==> src/rtl/ljpt_pkg.sv <==
// ----------------------------------------------------------------------------
// ljpt_pkg: shared definitions for the LFSR jittered position table
// Constants of the LFSR, register indexes, request codes and the result type.
// ----------------------------------------------------------------------------
package ljpt_pkg;

   localparam int unsigned LFSR_W      = 16;
   localparam int unsigned NUM_ELEMS   = 8;
   localparam int unsigned HALF_ELEMS  = NUM_ELEMS / 2;
   localparam int unsigned CSR_DATA_W  = 64;
   localparam int unsigned CSR_INDEX_W = 3;

   localparam logic [LFSR_W-1:0] LFSR_SEED   = 16'hA5A5;
   localparam logic [LFSR_W-1:0] LFSR_POLY   = 16'h1D87;
   localparam int unsigned       LFSR_TAP    = 14;
   localparam logic [1:0]        JITTER_MASK = 2'd3;

   typedef enum logic [1:0] {
      REQ_STEP     = 2'd0,
      REQ_SELECTOR = 2'd1,
      REQ_DRAW     = 2'd2,
      REQ_UNKNOWN  = 2'd3
   } req_kind_type;

   typedef enum logic [CSR_INDEX_W-1:0] {
      CSR_BASE0_LOW  = 3'd0,
      CSR_BASE0_HIGH = 3'd1,
      CSR_BASE1_LOW  = 3'd2,
      CSR_BASE1_HIGH = 3'd3,
      CSR_OBJ_COUNT  = 3'd4
   } csr_index_type;

   typedef logic [NUM_ELEMS-1:0][LFSR_W-1:0] elem_vec_type;

   typedef struct packed {
      logic              object_valid;
      logic              object_index;
      elem_vec_type      pos;
      logic [LFSR_W-1:0] random_value;
   } result_type;

   // One LFSR draw. A zero state is replaced by the seed before shifting.
   function automatic logic [LFSR_W-1:0] lfsr_draw(input logic [LFSR_W-1:0] state);
      logic [LFSR_W-1:0] prior;
      prior = (state == '0) ? LFSR_SEED : state;
      return {prior[LFSR_W-2:0], 1'b0} ^ (prior[LFSR_TAP] ? LFSR_POLY : '0);
   endfunction

endpackage

==> src/rtl/lfsr_jittered_position_table_top.sv <==
// ----------------------------------------------------------------------------
// lfsr_jittered_position_table_top: LFSR jittered position table
// Holds the LFSR and object pointer and answers every request (step, selector,
// draw or unknown) with one result transaction.
// ----------------------------------------------------------------------------
//
//   Channel   Prefix  Direction  Handshake       Carries
//   request   req_    in         valid / ready   request kind, suppress bit
//   response  rsp_    out        valid / ready   object, eight positions, draw
//   config    csr_    in         write enable    base halfwords, object count
//
// A request transaction is captured in an input register, evaluated in one
// pass of combinational logic and written to the response register when it
// is free or being emptied. Throughput is one transaction per cycle unless
// the response stalls; the rate is set by the loop through the LFSR and
// pointer registers: up to nine chained draws per cycle. Reset clears the
// LFSR, pointer, base registers and valid flags; the block is ready once
// reset is released. A stalled response holds its register; the input
// register still takes one more transaction before the request ready drops.
//
module lfsr_jittered_position_table_top
   import ljpt_pkg::*;
(
   input  logic                   clock,
   input  logic                   reset,
   input  logic                   req_valid,
   output logic                   req_ready,
   input  logic [1:0]             req_type,
   input  logic                   req_suppressed,
   output logic                   rsp_valid,
   input  logic                   rsp_ready,
   output logic                   rsp_object_valid,
   output logic                   rsp_object_index,
   output logic signed [15:0]     rsp_pos0,
   output logic signed [15:0]     rsp_pos1,
   output logic signed [15:0]     rsp_pos2,
   output logic signed [15:0]     rsp_pos3,
   output logic signed [15:0]     rsp_pos4,
   output logic signed [15:0]     rsp_pos5,
   output logic signed [15:0]     rsp_pos6,
   output logic signed [15:0]     rsp_pos7,
   output logic [15:0]            rsp_random_value,
   input  logic                   csr_we,
   input  logic [CSR_INDEX_W-1:0] csr_index,
   input  logic [CSR_DATA_W-1:0]  csr_wdata
);

   // Configuration registers: two 64-bit halves of four halfwords per object.
   logic [1:0][1:0][CSR_DATA_W-1:0]              base_ff;
   logic [1:0]                                   count_ff;
   logic [1:0][NUM_ELEMS-1:0][LFSR_W-1:0]        base_view;

   // Architectural state.
   logic [LFSR_W-1:0] lfsr_ff, lfsr_in;
   logic              ptr_ff, ptr_in;

   // Input register.
   logic              in_valid_ff;
   logic [1:0]        in_kind_ff;
   logic              in_supp_ff;

   // Response register.
   logic              out_valid_ff;
   result_type        out_ff, out_in;

   logic              advance;
   logic              capture;

   // The input register moves on whenever the response register is free
   // or is being emptied in this cycle.
   assign advance   = in_valid_ff && (!out_valid_ff || rsp_ready);
   assign req_ready = !in_valid_ff || advance;
   assign capture   = req_valid && req_ready;

   always_comb begin
      for (int o = 0; o < 2; o++) begin
         for (int i = 0; i < NUM_ELEMS; i++) begin
            base_view[o][i] = base_ff[o][i / HALF_ELEMS][(i % HALF_ELEMS)*LFSR_W +: LFSR_W];
         end
      end
   end

   always_ff @(posedge clock) begin
      if (reset) begin
         base_ff  <= '0;
         count_ff <= 2'd1;
      end else if (csr_we) begin
         unique case (csr_index)
            CSR_BASE0_LOW:  base_ff[0][0] <= csr_wdata;
            CSR_BASE0_HIGH: base_ff[0][1] <= csr_wdata;
            CSR_BASE1_LOW:  base_ff[1][0] <= csr_wdata;
            CSR_BASE1_HIGH: base_ff[1][1] <= csr_wdata;
            CSR_OBJ_COUNT:  count_ff      <= csr_wdata[1:0];
            default: begin
            end
         endcase
      end
   end

   ljpt_engine u_engine (
      .req_kind     (in_kind_ff),
      .suppressed   (in_supp_ff),
      .lfsr_cur     (lfsr_ff),
      .obj_ptr_cur  (ptr_ff),
      .object_count (count_ff),
      .base         (base_view),
      .result       (out_in),
      .lfsr_next    (lfsr_in),
      .obj_ptr_next (ptr_in)
   );

   // Control state.
   always_ff @(posedge clock) begin
      if (reset) begin
         in_valid_ff  <= 1'b0;
         out_valid_ff <= 1'b0;
         lfsr_ff      <= '0;
         ptr_ff       <= 1'b0;
      end else begin
         if (capture) begin
            in_valid_ff <= 1'b1;
         end else if (advance) begin
            in_valid_ff <= 1'b0;
         end
         if (advance) begin
            out_valid_ff <= 1'b1;
            lfsr_ff      <= lfsr_in;
            ptr_ff       <= ptr_in;
         end else if (rsp_ready) begin
            out_valid_ff <= 1'b0;
         end
      end
   end

   // Payload registers.
   always_ff @(posedge clock) begin
      if (capture) begin
         in_kind_ff <= req_type;
         in_supp_ff <= req_suppressed;
      end
      if (advance) begin
         out_ff <= out_in;
      end
   end

   assign rsp_valid        = out_valid_ff;
   assign rsp_object_valid = out_ff.object_valid;
   assign rsp_object_index = out_ff.object_index;
   assign rsp_pos0         = out_ff.pos[0];
   assign rsp_pos1         = out_ff.pos[1];
   assign rsp_pos2         = out_ff.pos[2];
   assign rsp_pos3         = out_ff.pos[3];
   assign rsp_pos4         = out_ff.pos[4];
   assign rsp_pos5         = out_ff.pos[5];
   assign rsp_pos6         = out_ff.pos[6];
   assign rsp_pos7         = out_ff.pos[7];
   assign rsp_random_value = out_ff.random_value;

   // A response that updated an object must have toggled the pointer.
   a_ptr_toggles: assert property (@(posedge clock) disable iff (reset)
      advance && out_in.object_valid |=> ptr_ff != $past(ptr_ff))
      else $error("object pointer did not toggle after an object update");

   // A response without an object carries zero index and positions.
   a_none_is_zero: assert property (@(posedge clock) disable iff (reset)
      out_valid_ff && !out_ff.object_valid |->
         !out_ff.object_index && out_ff.pos == '0)
      else $error("empty response carries object data");

   // Object one is only reported when the count allows two objects.
   a_obj1_present: assert property (@(posedge clock) disable iff (reset)
      advance && out_in.object_valid && out_in.object_index |-> count_ff[1])
      else $error("absent object reported");

   // The LFSR only moves when a transaction passes to the response register.
   a_lfsr_hold: assert property (@(posedge clock) disable iff (reset)
      !advance |=> $stable(lfsr_ff) && $stable(ptr_ff))
      else $error("state changed without a transaction");

endmodule

==> src/rtl/ljpt_engine.sv <==
// ----------------------------------------------------------------------------
// ljpt_engine: single-pass request evaluation
// Works out the result and the next LFSR state and pointer for one request.
// ----------------------------------------------------------------------------
module ljpt_engine
   import ljpt_pkg::*;
(
   input  logic [1:0]                         req_kind,
   input  logic                               suppressed,
   input  logic [LFSR_W-1:0]                  lfsr_cur,
   input  logic                               obj_ptr_cur,
   input  logic [1:0]                         object_count,
   input  logic [1:0][NUM_ELEMS-1:0][LFSR_W-1:0] base,
   output result_type                         result,
   output logic [LFSR_W-1:0]                  lfsr_next,
   output logic                               obj_ptr_next
);

   logic [LFSR_W-1:0]                 pre_state;
   logic [NUM_ELEMS:0][LFSR_W-1:0]    chain;
   logic                              do_step;
   logic                              present;

   always_comb begin
      do_step   = 1'b0;
      pre_state = lfsr_cur;
      unique case (req_kind)
         REQ_STEP: begin
            do_step = 1'b1;
         end
         REQ_SELECTOR: begin
            pre_state = lfsr_draw(lfsr_cur);
            do_step   = !suppressed;
         end
         REQ_DRAW: begin
            pre_state = lfsr_draw(lfsr_cur);
         end
         default: begin
            do_step = 1'b0;
         end
      endcase

      // Object one exists only when the count reads two or more.
      present = !obj_ptr_cur || object_count[1];

      chain[0] = pre_state;
      for (int i = 0; i < NUM_ELEMS; i++) begin
         chain[i+1] = lfsr_draw(chain[i]);
      end

      result = '0;
      obj_ptr_next = do_step ? !obj_ptr_cur : obj_ptr_cur;
      if (do_step && present) begin
         result.object_valid = 1'b1;
         result.object_index = obj_ptr_cur;
         for (int i = 0; i < NUM_ELEMS; i++) begin
            result.pos[i] = base[obj_ptr_cur][i]
                          + {{(LFSR_W-2){1'b0}}, chain[i+1][1:0] & JITTER_MASK};
         end
         lfsr_next = chain[NUM_ELEMS];
      end else begin
         lfsr_next = pre_state;
      end
      result.random_value = lfsr_next;
   end

endmodule
==> config.mk <==
export PLATFORM = sky130hd
export DESIGN_NAME = lfsr_jittered_position_table_top
export DESIGN_NICKNAME = d
export VERILOG_FILES = /design/src/rtl/ljpt_pkg.sv /design/src/rtl/lfsr_jittered_position_table_top.sv /design/src/rtl/ljpt_engine.sv
export SDC_FILE = /design/constraint.sdc
export NUM_CORES = 1
export LEC_CHECK = 0
export ABC_CLOCK_PERIOD_IN_PS = 8750
export BUFFER_PORTS_ARGS = -buffer_cell sky130_fd_sc_hd__clkbuf_2
export CORE_MARGIN = 5
export CORE_UTILIZATION = 45
export CTS_BUF_LIST = sky130_fd_sc_hd__clkbuf_4 sky130_fd_sc_hd__clkbuf_8
export CTS_CLUSTER_DIAMETER = 60
export DETAILED_ROUTE_END_ITERATION = 16
export PLACE_DENSITY = 0.71
export SLEW_MARGIN = 20
export SYNTH_ARGS = -nofsm -noshare
export SYNTH_HDL_FRONTEND = slang
export SYNTH_SLANG_ARGS = --single-unit
==> constraint.sdc <==
create_clock -name clock -period 8.75 [get_ports clock]
set_input_delay 0.875 -clock clock [delete_from_list [all_inputs] [get_ports clock]]
set_output_delay 0.875 -clock clock [all_outputs]
set_load 0.005 [all_outputs]
==> flow_summary.toml, run 1 <==
[synthesis]
synth-async-reset-ratio_pct = 0
synth.yosys.seq_area_share_pct = 46.3
synth_cells = 2487
synth_edf_count = 149
synth_top_flop_cell = "sky130_fd_sc_hd__dfxtp_1"
synth_area_per_cell_um2 = 8.68
synth.lib_cells_used.distinct = 98
synth.net_count = 2593
netlist_area_um2 = 21600
yosys_register_bits = 425
synthesis.yosys.warnings = 0

[critical_path]
crit_path_top_delay_cell = "sky130_fd_sc_hd__fa_2"
worstSetupStartpointType = "register"
worst_path_largest_cell_delay_ns = 0.42
critical_path.max_fanout = 18
type_of_the_worst_setup_path = "register to register"
worstSetupEndpointType = "register"
critical_path.reg2reg.startpoint = "in_kind_ff[0]$_DFFE_PP_"
critical_path.startpoint = "in_kind_ff[0]$_DFFE_PP_"
crit_arrival_ns = 8.72
setup.reg_to_reg.worst_slack_ns = 0.41
worst_ep_required_time_ns = 9.13

[routing]
routed_wl_mm = 68.4
drt_iter0_markers = 1650
count_of_tritonroute_iterations_in_the_first_routing_pass = 12
ant_nets = 0
num_vias = 18816
drt-wirelength-per-cell_um = 20.2
route.detailed.vias_per_inst = 5.55
route.detailed.drc = 2

[final_layout]
seqCellArea_um2 = 10000
max_flop_register = "base_ff"
fill_cells = 4335
syn_to_final_growth_pct = 17.2
largest_register_ff_count = 256
final_core_utilization_pct = 53.1
fin_area_um2 = 25300
multi_input_area_um2 = 11000
finish.net_count = 2814
final_layout_size_suffix_gt1_share_pct = 19.7

[floorplanning]
pin_count = 223
total_core_area_um2 = 47600
floorplan.initialDensity_pct = 45.3
die-area_um2 = 52500
floorplan.die.width_um = 229
die_h_um = 229
fp-row-count = 80

[power_and_ir_drop]
pwr_density_nw_per_um2 = 233
clock_network_fraction_of_design_power_pct = 33.2
internal-power_mw = 3.91
share_comb_of_total_power_pct = 29.9
peakVddDrop_uv = 137
cellLeakagePower_nw = 9.07
power.switching_mw = 1.98
proportion_of_total_power_due_to_net_switching_pct = 33.7
seq_power_share_pct = 36.9

[global_route]
gr-usage-all-layers_pct = 25.1
global_route_wire_length_before_repair_mm = 105
antenna_found_initial = 6
grt_max_degree = 127
grt_pass1_vias = 18267
grt_remaining_overflow = 0

[run]
cap_violations = 0

[clocking]
cts_made_buffers = 73
cts_htree_levels = 3
tritoncts = "built"
ctsRootBufferMaster = "sky130_fd_sc_hd__clkbuf_8"
worstSkewPairLatency_ns = 0.67
tritoncts_num_sinks = 425
ctsLongestPathBuffers = 3
clk_pin_slew_worst_paths_ns = 0.05

[placement]
detailed_place_hpwl_mm = 46.6
port_buffers = 222
gpl.final_weighted_congestion = 0.956
post_dp_cell_area_um2 = 23500

[sta]
period_needed_ns = 8.34
finalSetupViolations = 0
timing.fmax_mhz = 120
finalHoldWorstSlack_ns = 0.415
fin_tns_setup_ns = 0
max_slew_margin_pct = 30.5
tightest_pin_transition_ns = 1.04
fin_skew_ns = 0.0350
timing_max_transition_violations_final = 0
fraction_of_the_cycle_the_final_worst_path_needs_pct = 95.3
timing.final.hold_violations = 0

[hold_path]
timing.hold.worst.start = "req_suppressed"
holdCritPathClass = "input pin to register"

[status]
violations = "DRC"
status = "finished, violations left"
==> cell usage after synthesis, types with 20 or more instances <==
library cell	instances	area [µm²]
sky130_fd_sc_hd__nand2_1	618	2320
sky130_fd_sc_hd__a21oi_1	329	1650
sky130_fd_sc_hd__dfxtp_1	276	5530
sky130_fd_sc_hd__nor2_1	213	800
sky130_fd_sc_hd__edfxtp_1	149	4470
sky130_fd_sc_hd__clkbuf_1	118	443
sky130_fd_sc_hd__xnor2_1	104	911
sky130_fd_sc_hd__mux2i_1	99	991
sky130_fd_sc_hd__xor2_1	52	455
sky130_fd_sc_hd__nor2b_1	43	269
sky130_fd_sc_hd__nor3_1	40	200
sky130_fd_sc_hd__mux2_2	27	304
sky130_fd_sc_hd__and2_1	25	156
sky130_fd_sc_hd__inv_1	24	90.1
sky130_fd_sc_hd__ha_1	23	288
sky130_fd_sc_hd__and3_1	21	131
sky130_fd_sc_hd__buf_2	20	100
==> power groups by stage <==
stage / Combinational, mW / Sequential (mW) / Clock [mW]
3_5_place_dp: 1.68 / 2.22 / 0
2_1_floorplan: 1.07 / 2.21 / 0
4_1_cts: 1.69 / 2.18 / 1.99
5_1_grt: 1.89 / 2.18 / 2.09
3_3_place_gp: 1.70 / 2.21 / 0
6_report: 1.76 / 2.17 / 1.96
==> layout make-up <==
| type | instances | area share (%) |
|---|---|---|
| antenna | 4 | 0.0396 |
| clock buffer | 122 | 5.90 |
| clock inverter | 14 | 0.534 |
| inverter | 26 | 0.416 |
| multi-input combinational | 1872 | 43.3 |
| sequential | 425 | 39.5 |
| tap | 615 | 3.04 |
| timing repair buffer | 310 | 7.22 |
==> per-layer routing <==
metal,vias to the layer above,part of all wire (%),GRT usage (%)
met5,-,0.016,0
met4,2,4.1,11.0
met3,152,7.2,5.81
met2,716,48,41.8
met1,9006,41,31.4
li1,8940,-,-
==> worst max-delay path: cells and delay by family, from the launching register on <==
family                   cells  cell delay, ns
adder cells (fa/ha/maj)      8            1.77
AO/OA/AOI/OAI               11            2.26
flip-flops                   1            0.35
AND/OR/NAND/NOR             24            3.07
multiplexers                 1            0.39
buffers and inverters        2            0.23
==> path summary, 6_finish.rpt <==
path	end	cells past startpoint
hold reg to reg	base_ff[193]$_SDFFE_PP0P_	2
hold / removal	in_supp_ff$_DFFE_PP_	1
setup / recovery	rsp_pos7[4]$_SDFFCE_PN0P_	46
setup reg to reg	rsp_pos7[4]$_SDFFCE_PN0P_	46
==> placed cells by master, fill, tap and decap left out, drive strengths merged, types with 28 or more instances in the layout <==
cell type / count
a21oi: 332
buf: 87
clkbuf: 345
dfxtp: 276
edfxtp: 149
mux2: 28
mux2i: 100
nand2: 619
nor2: 214
nor2b: 43
nor3: 43
xnor2: 104
xor2: 53
==> stage by stage <==
step / cells / total power [mW] / worst slack [ns]
2_1_floorplan: 2487 / 3.28 / -0.00357
3_3_place_gp: 3241 / 3.91 / -0.107
3_5_place_dp: 3241 / 3.90 / -0.253
4_1_cts: 3377 / 5.86 / 0.108
5_1_grt: 3387 / 6.16 / -0.127
6_report: 3388 / 5.90 / 0.413
==> logic make-up after synthesis <==
| kind of cell | Yosys count | synth area share (%) |
|---|---|---|
| AO/OA/AOI/OAI | 474 | 13.3 |
| XOR/XNOR | 157 | 6.40 |
| adder cells (fa/ha/maj) | 31 | 2.07 |
| buffers and inverters | 190 | 3.64 |
| flip-flops | 425 | 46.3 |
| multiplexers | 128 | 6.13 |
| AND/OR/NAND/NOR | 1082 | 22.1 |
==> repair_timing <==
| action | CTS | global route |
|---|---|---|
| endpoints found under the setup margin | 10 | 30 |
| resized for setup | 4 | 26 |
| buffers inserted | 0 | 6 |
| hold buffers | 0 | 0 |
| pin swaps | 0 | 6 |
| gates cloned | 0 | 1 |
Power figures use the tool's default switching activity.
==> run 2, diff against run 1 <==
--- a/config.mk
+++ b/config.mk
@@ -9,7 +9,7 @@
 export BUFFER_PORTS_ARGS = -buffer_cell sky130_fd_sc_hd__clkbuf_2
 export CORE_MARGIN = 5
 export CORE_UTILIZATION = 45
-export CTS_BUF_LIST = sky130_fd_sc_hd__clkbuf_4 sky130_fd_sc_hd__clkbuf_8
+export CTS_BUF_LIST = sky130_fd_sc_hd__clkbuf_16
 export CTS_CLUSTER_DIAMETER = 60
 export DETAILED_ROUTE_END_ITERATION = 16
 export PLACE_DENSITY = 0.71
==> flow_summary.toml, run 2 (synthesis results as in run 1) <==
[status]
status = "finished, final reports clean"

[sta]
tightest_pin_transition_ns = 1.06
max_slew_margin_pct = 29.3
period_needed_ns = 8.39
fin_skew_ns = 0.0356
fraction_of_the_cycle_the_final_worst_path_needs_pct = 95.8
timing.final.hold_violations = 0
timing.fmax_mhz = 119
timing_max_transition_violations_final = 0
finalSetupViolations = 0
fin_tns_setup_ns = 0

[floorplanning]
pin_count = 223
die-area_um2 = 52500
fp-row-count = 80
floorplan.die.width_um = 229
floorplan.initialDensity_pct = 45.3
total_core_area_um2 = 47600
die_h_um = 229

[final_layout]
max_flop_register = "base_ff"
largest_register_ff_count = 256
syn_to_final_growth_pct = 16.7
fin_area_um2 = 25200
fill_cells = 4332
final_layout_size_suffix_gt1_share_pct = 17.7
layout_commonest_cell = "sky130_fd_sc_hd__nand2_1"
final_core_utilization_pct = 52.9
finish.net_count = 2790
post_route_insts_no_fill = 3343
layout_common_cells = "sky130_fd_sc_hd__nand2_1 (617), sky130_fd_sc_hd__a21oi_1 (326), sky130_fd_sc_hd__dfxtp_1 (275)"

[clocking]
ctsLongestPathBuffers = 3
tritoncts_num_sinks = 425
cts_hold_buffers = 0
cts_made_buffers = 48
cts_htree_levels = 2
clk_pin_slew_worst_paths_ns = 0.06
worstSkewPairLatency_ns = 0.61
ctsRootBufferMaster = "sky130_fd_sc_hd__clkbuf_16"
tritoncts = "built"

[run]
cap_violations = 0

[routing]
num_vias = 18633
routed_wl_mm = 68.1
drt_iter0_markers = 1586
route.detailed.drc = 0
count_of_tritonroute_iterations_in_the_first_routing_pass = 6
route.detailed.vias_per_inst = 5.57
drt-wirelength-per-cell_um = 20.4
ant_nets = 0

[power_and_ir_drop]
peakVddDrop_uv = 143
pwr_density_nw_per_um2 = 232
cellLeakagePower_nw = 9.01

[critical_path]
crit_arrival_ns = 8.73
worst_ep_required_time_ns = 9.09
worstSetupEndpointType = "register"
critical_path.max_fanout = 18
crit_path_top_delay_cell = "sky130_fd_sc_hd__fa_2"
worstSetupStartpointType = "register"
type_of_the_worst_setup_path = "register to register"
worst_path_largest_cell_delay_ns = 0.42

[global_route]
antenna_found_initial = 5
grt_remaining_overflow = 0
grt_pass1_vias = 18063
gr-usage-all-layers_pct = 24.9
grt_max_degree = 127
global_route_wire_length_before_repair_mm = 104

[placement]
gpl.final_weighted_congestion = 0.956
detailed_place_hpwl_mm = 46.6
port_buffers = 222
placed_instances = 3241
post_dp_cell_area_um2 = 23500

[hold_path]
holdCritPathClass = "register to register"
[run 2: changes by cell type in the layout (fill, tap and decap cells not counted), moves of 2 or more]
cell                         change
sky130_fd_sc_hd__clkinv_1        +5
sky130_fd_sc_hd__clkbuf_8       -92
sky130_fd_sc_hd__clkbuf_4       -30
sky130_fd_sc_hd__clkinv_2        +3
sky130_fd_sc_hd__inv_6           +2
sky130_fd_sc_hd__inv_1          +13
sky130_fd_sc_hd__clkinvlp_4      -2
sky130_fd_sc_hd__clkbuf_16      +50
sky130_fd_sc_hd__inv_2           +2
[run 2: metrics by stage]
step | setup WS (ns) | hold WS (ns) | total power [mW]
after floorplan | -0.00357 | 0.432 | 3.28
after detailed placement | -0.253 | 0.445 | 3.90
after CTS | 0.0799 | 0.437 | 5.82
final | 0.365 | 0.450 | 5.85
after global placement | -0.107 | 0.439 | 3.91
after global routing | -0.0584 | 0.449 | 6.11
[run 2: area by class of cell]
class	count	area [µm²]	area share, %
Clock inverter	40	264	1.05
Clock buffer	50	1250	4.97
Antenna cell	4	10.0	0.0397
Timing Repair Buffer	311	1830	7.28
Tap cell	615	769	3.06
Sequential cell	425	10000	39.7
Multi-Input combinational cell	1872	10900	43.5
Inverter	26	105	0.417
[run 2: timing repair]
| item | CTS | global route |
|---|---|---|
| pin swaps | 0 | 5 |
| endpoints found under the hold margin | 0 | 0 |
| gates resized for setup | 4 | 24 |
| gates cloned | 0 | 1 |
| setup endpoints to repair | 10 | 30 |
| buffers inserted | 0 | 7 |
[run 2: final timing paths]
path / startpoint / to / slack [ns] / cells past startpoint
hold / removal: base_ff[193]$_SDFFE_PP0P_ / base_ff[193]$_SDFFE_PP0P_ / 0.45 / 2
setup reg to reg: in_kind_ff[0]$_DFFE_PP_ / rsp_pos7[4]$_SDFFCE_PN0P_ / 0.36 / 46
setup / recovery: in_kind_ff[0]$_DFFE_PP_ / rsp_pos7[4]$_SDFFCE_PN0P_ / 0.36 / 46
hold reg to reg: base_ff[193]$_SDFFE_PP0P_ / base_ff[193]$_SDFFE_PP0P_ / 0.45 / 2
[run 2: routing by layer]
layer | up-vias | part of all wire [%] | global-route usage (%)
met2 | 633 | 48 | 41.4
met4 | 2 | 3.8 | 10.4
li1 | 8889 | - | -
met3 | 142 | 6.4 | 5.03
met5 | - | 0.019 | 0
met1 | 8967 | 42 | 31.8
[run 2: report_power, final]
group	switching [mW]	internal (mW)	leakage, nW
Combinational	1.11	0.643	4.48
Sequential	0.0441	2.13	3.74
Clock	0.850	1.08	0.795
Total	2.01	3.85	9.01
[run 2: worst max-delay path, delay by kind of cell (launching register included)]
family                     cells  cell delay [ns]
DFF                            1             0.35
buffers and inverters          2             0.24
and+or+nand+nor               24             3.09
muxes                          1             0.39
adders and majority gates      8             1.78
AOI/OAI and AO/OA             11             2.29
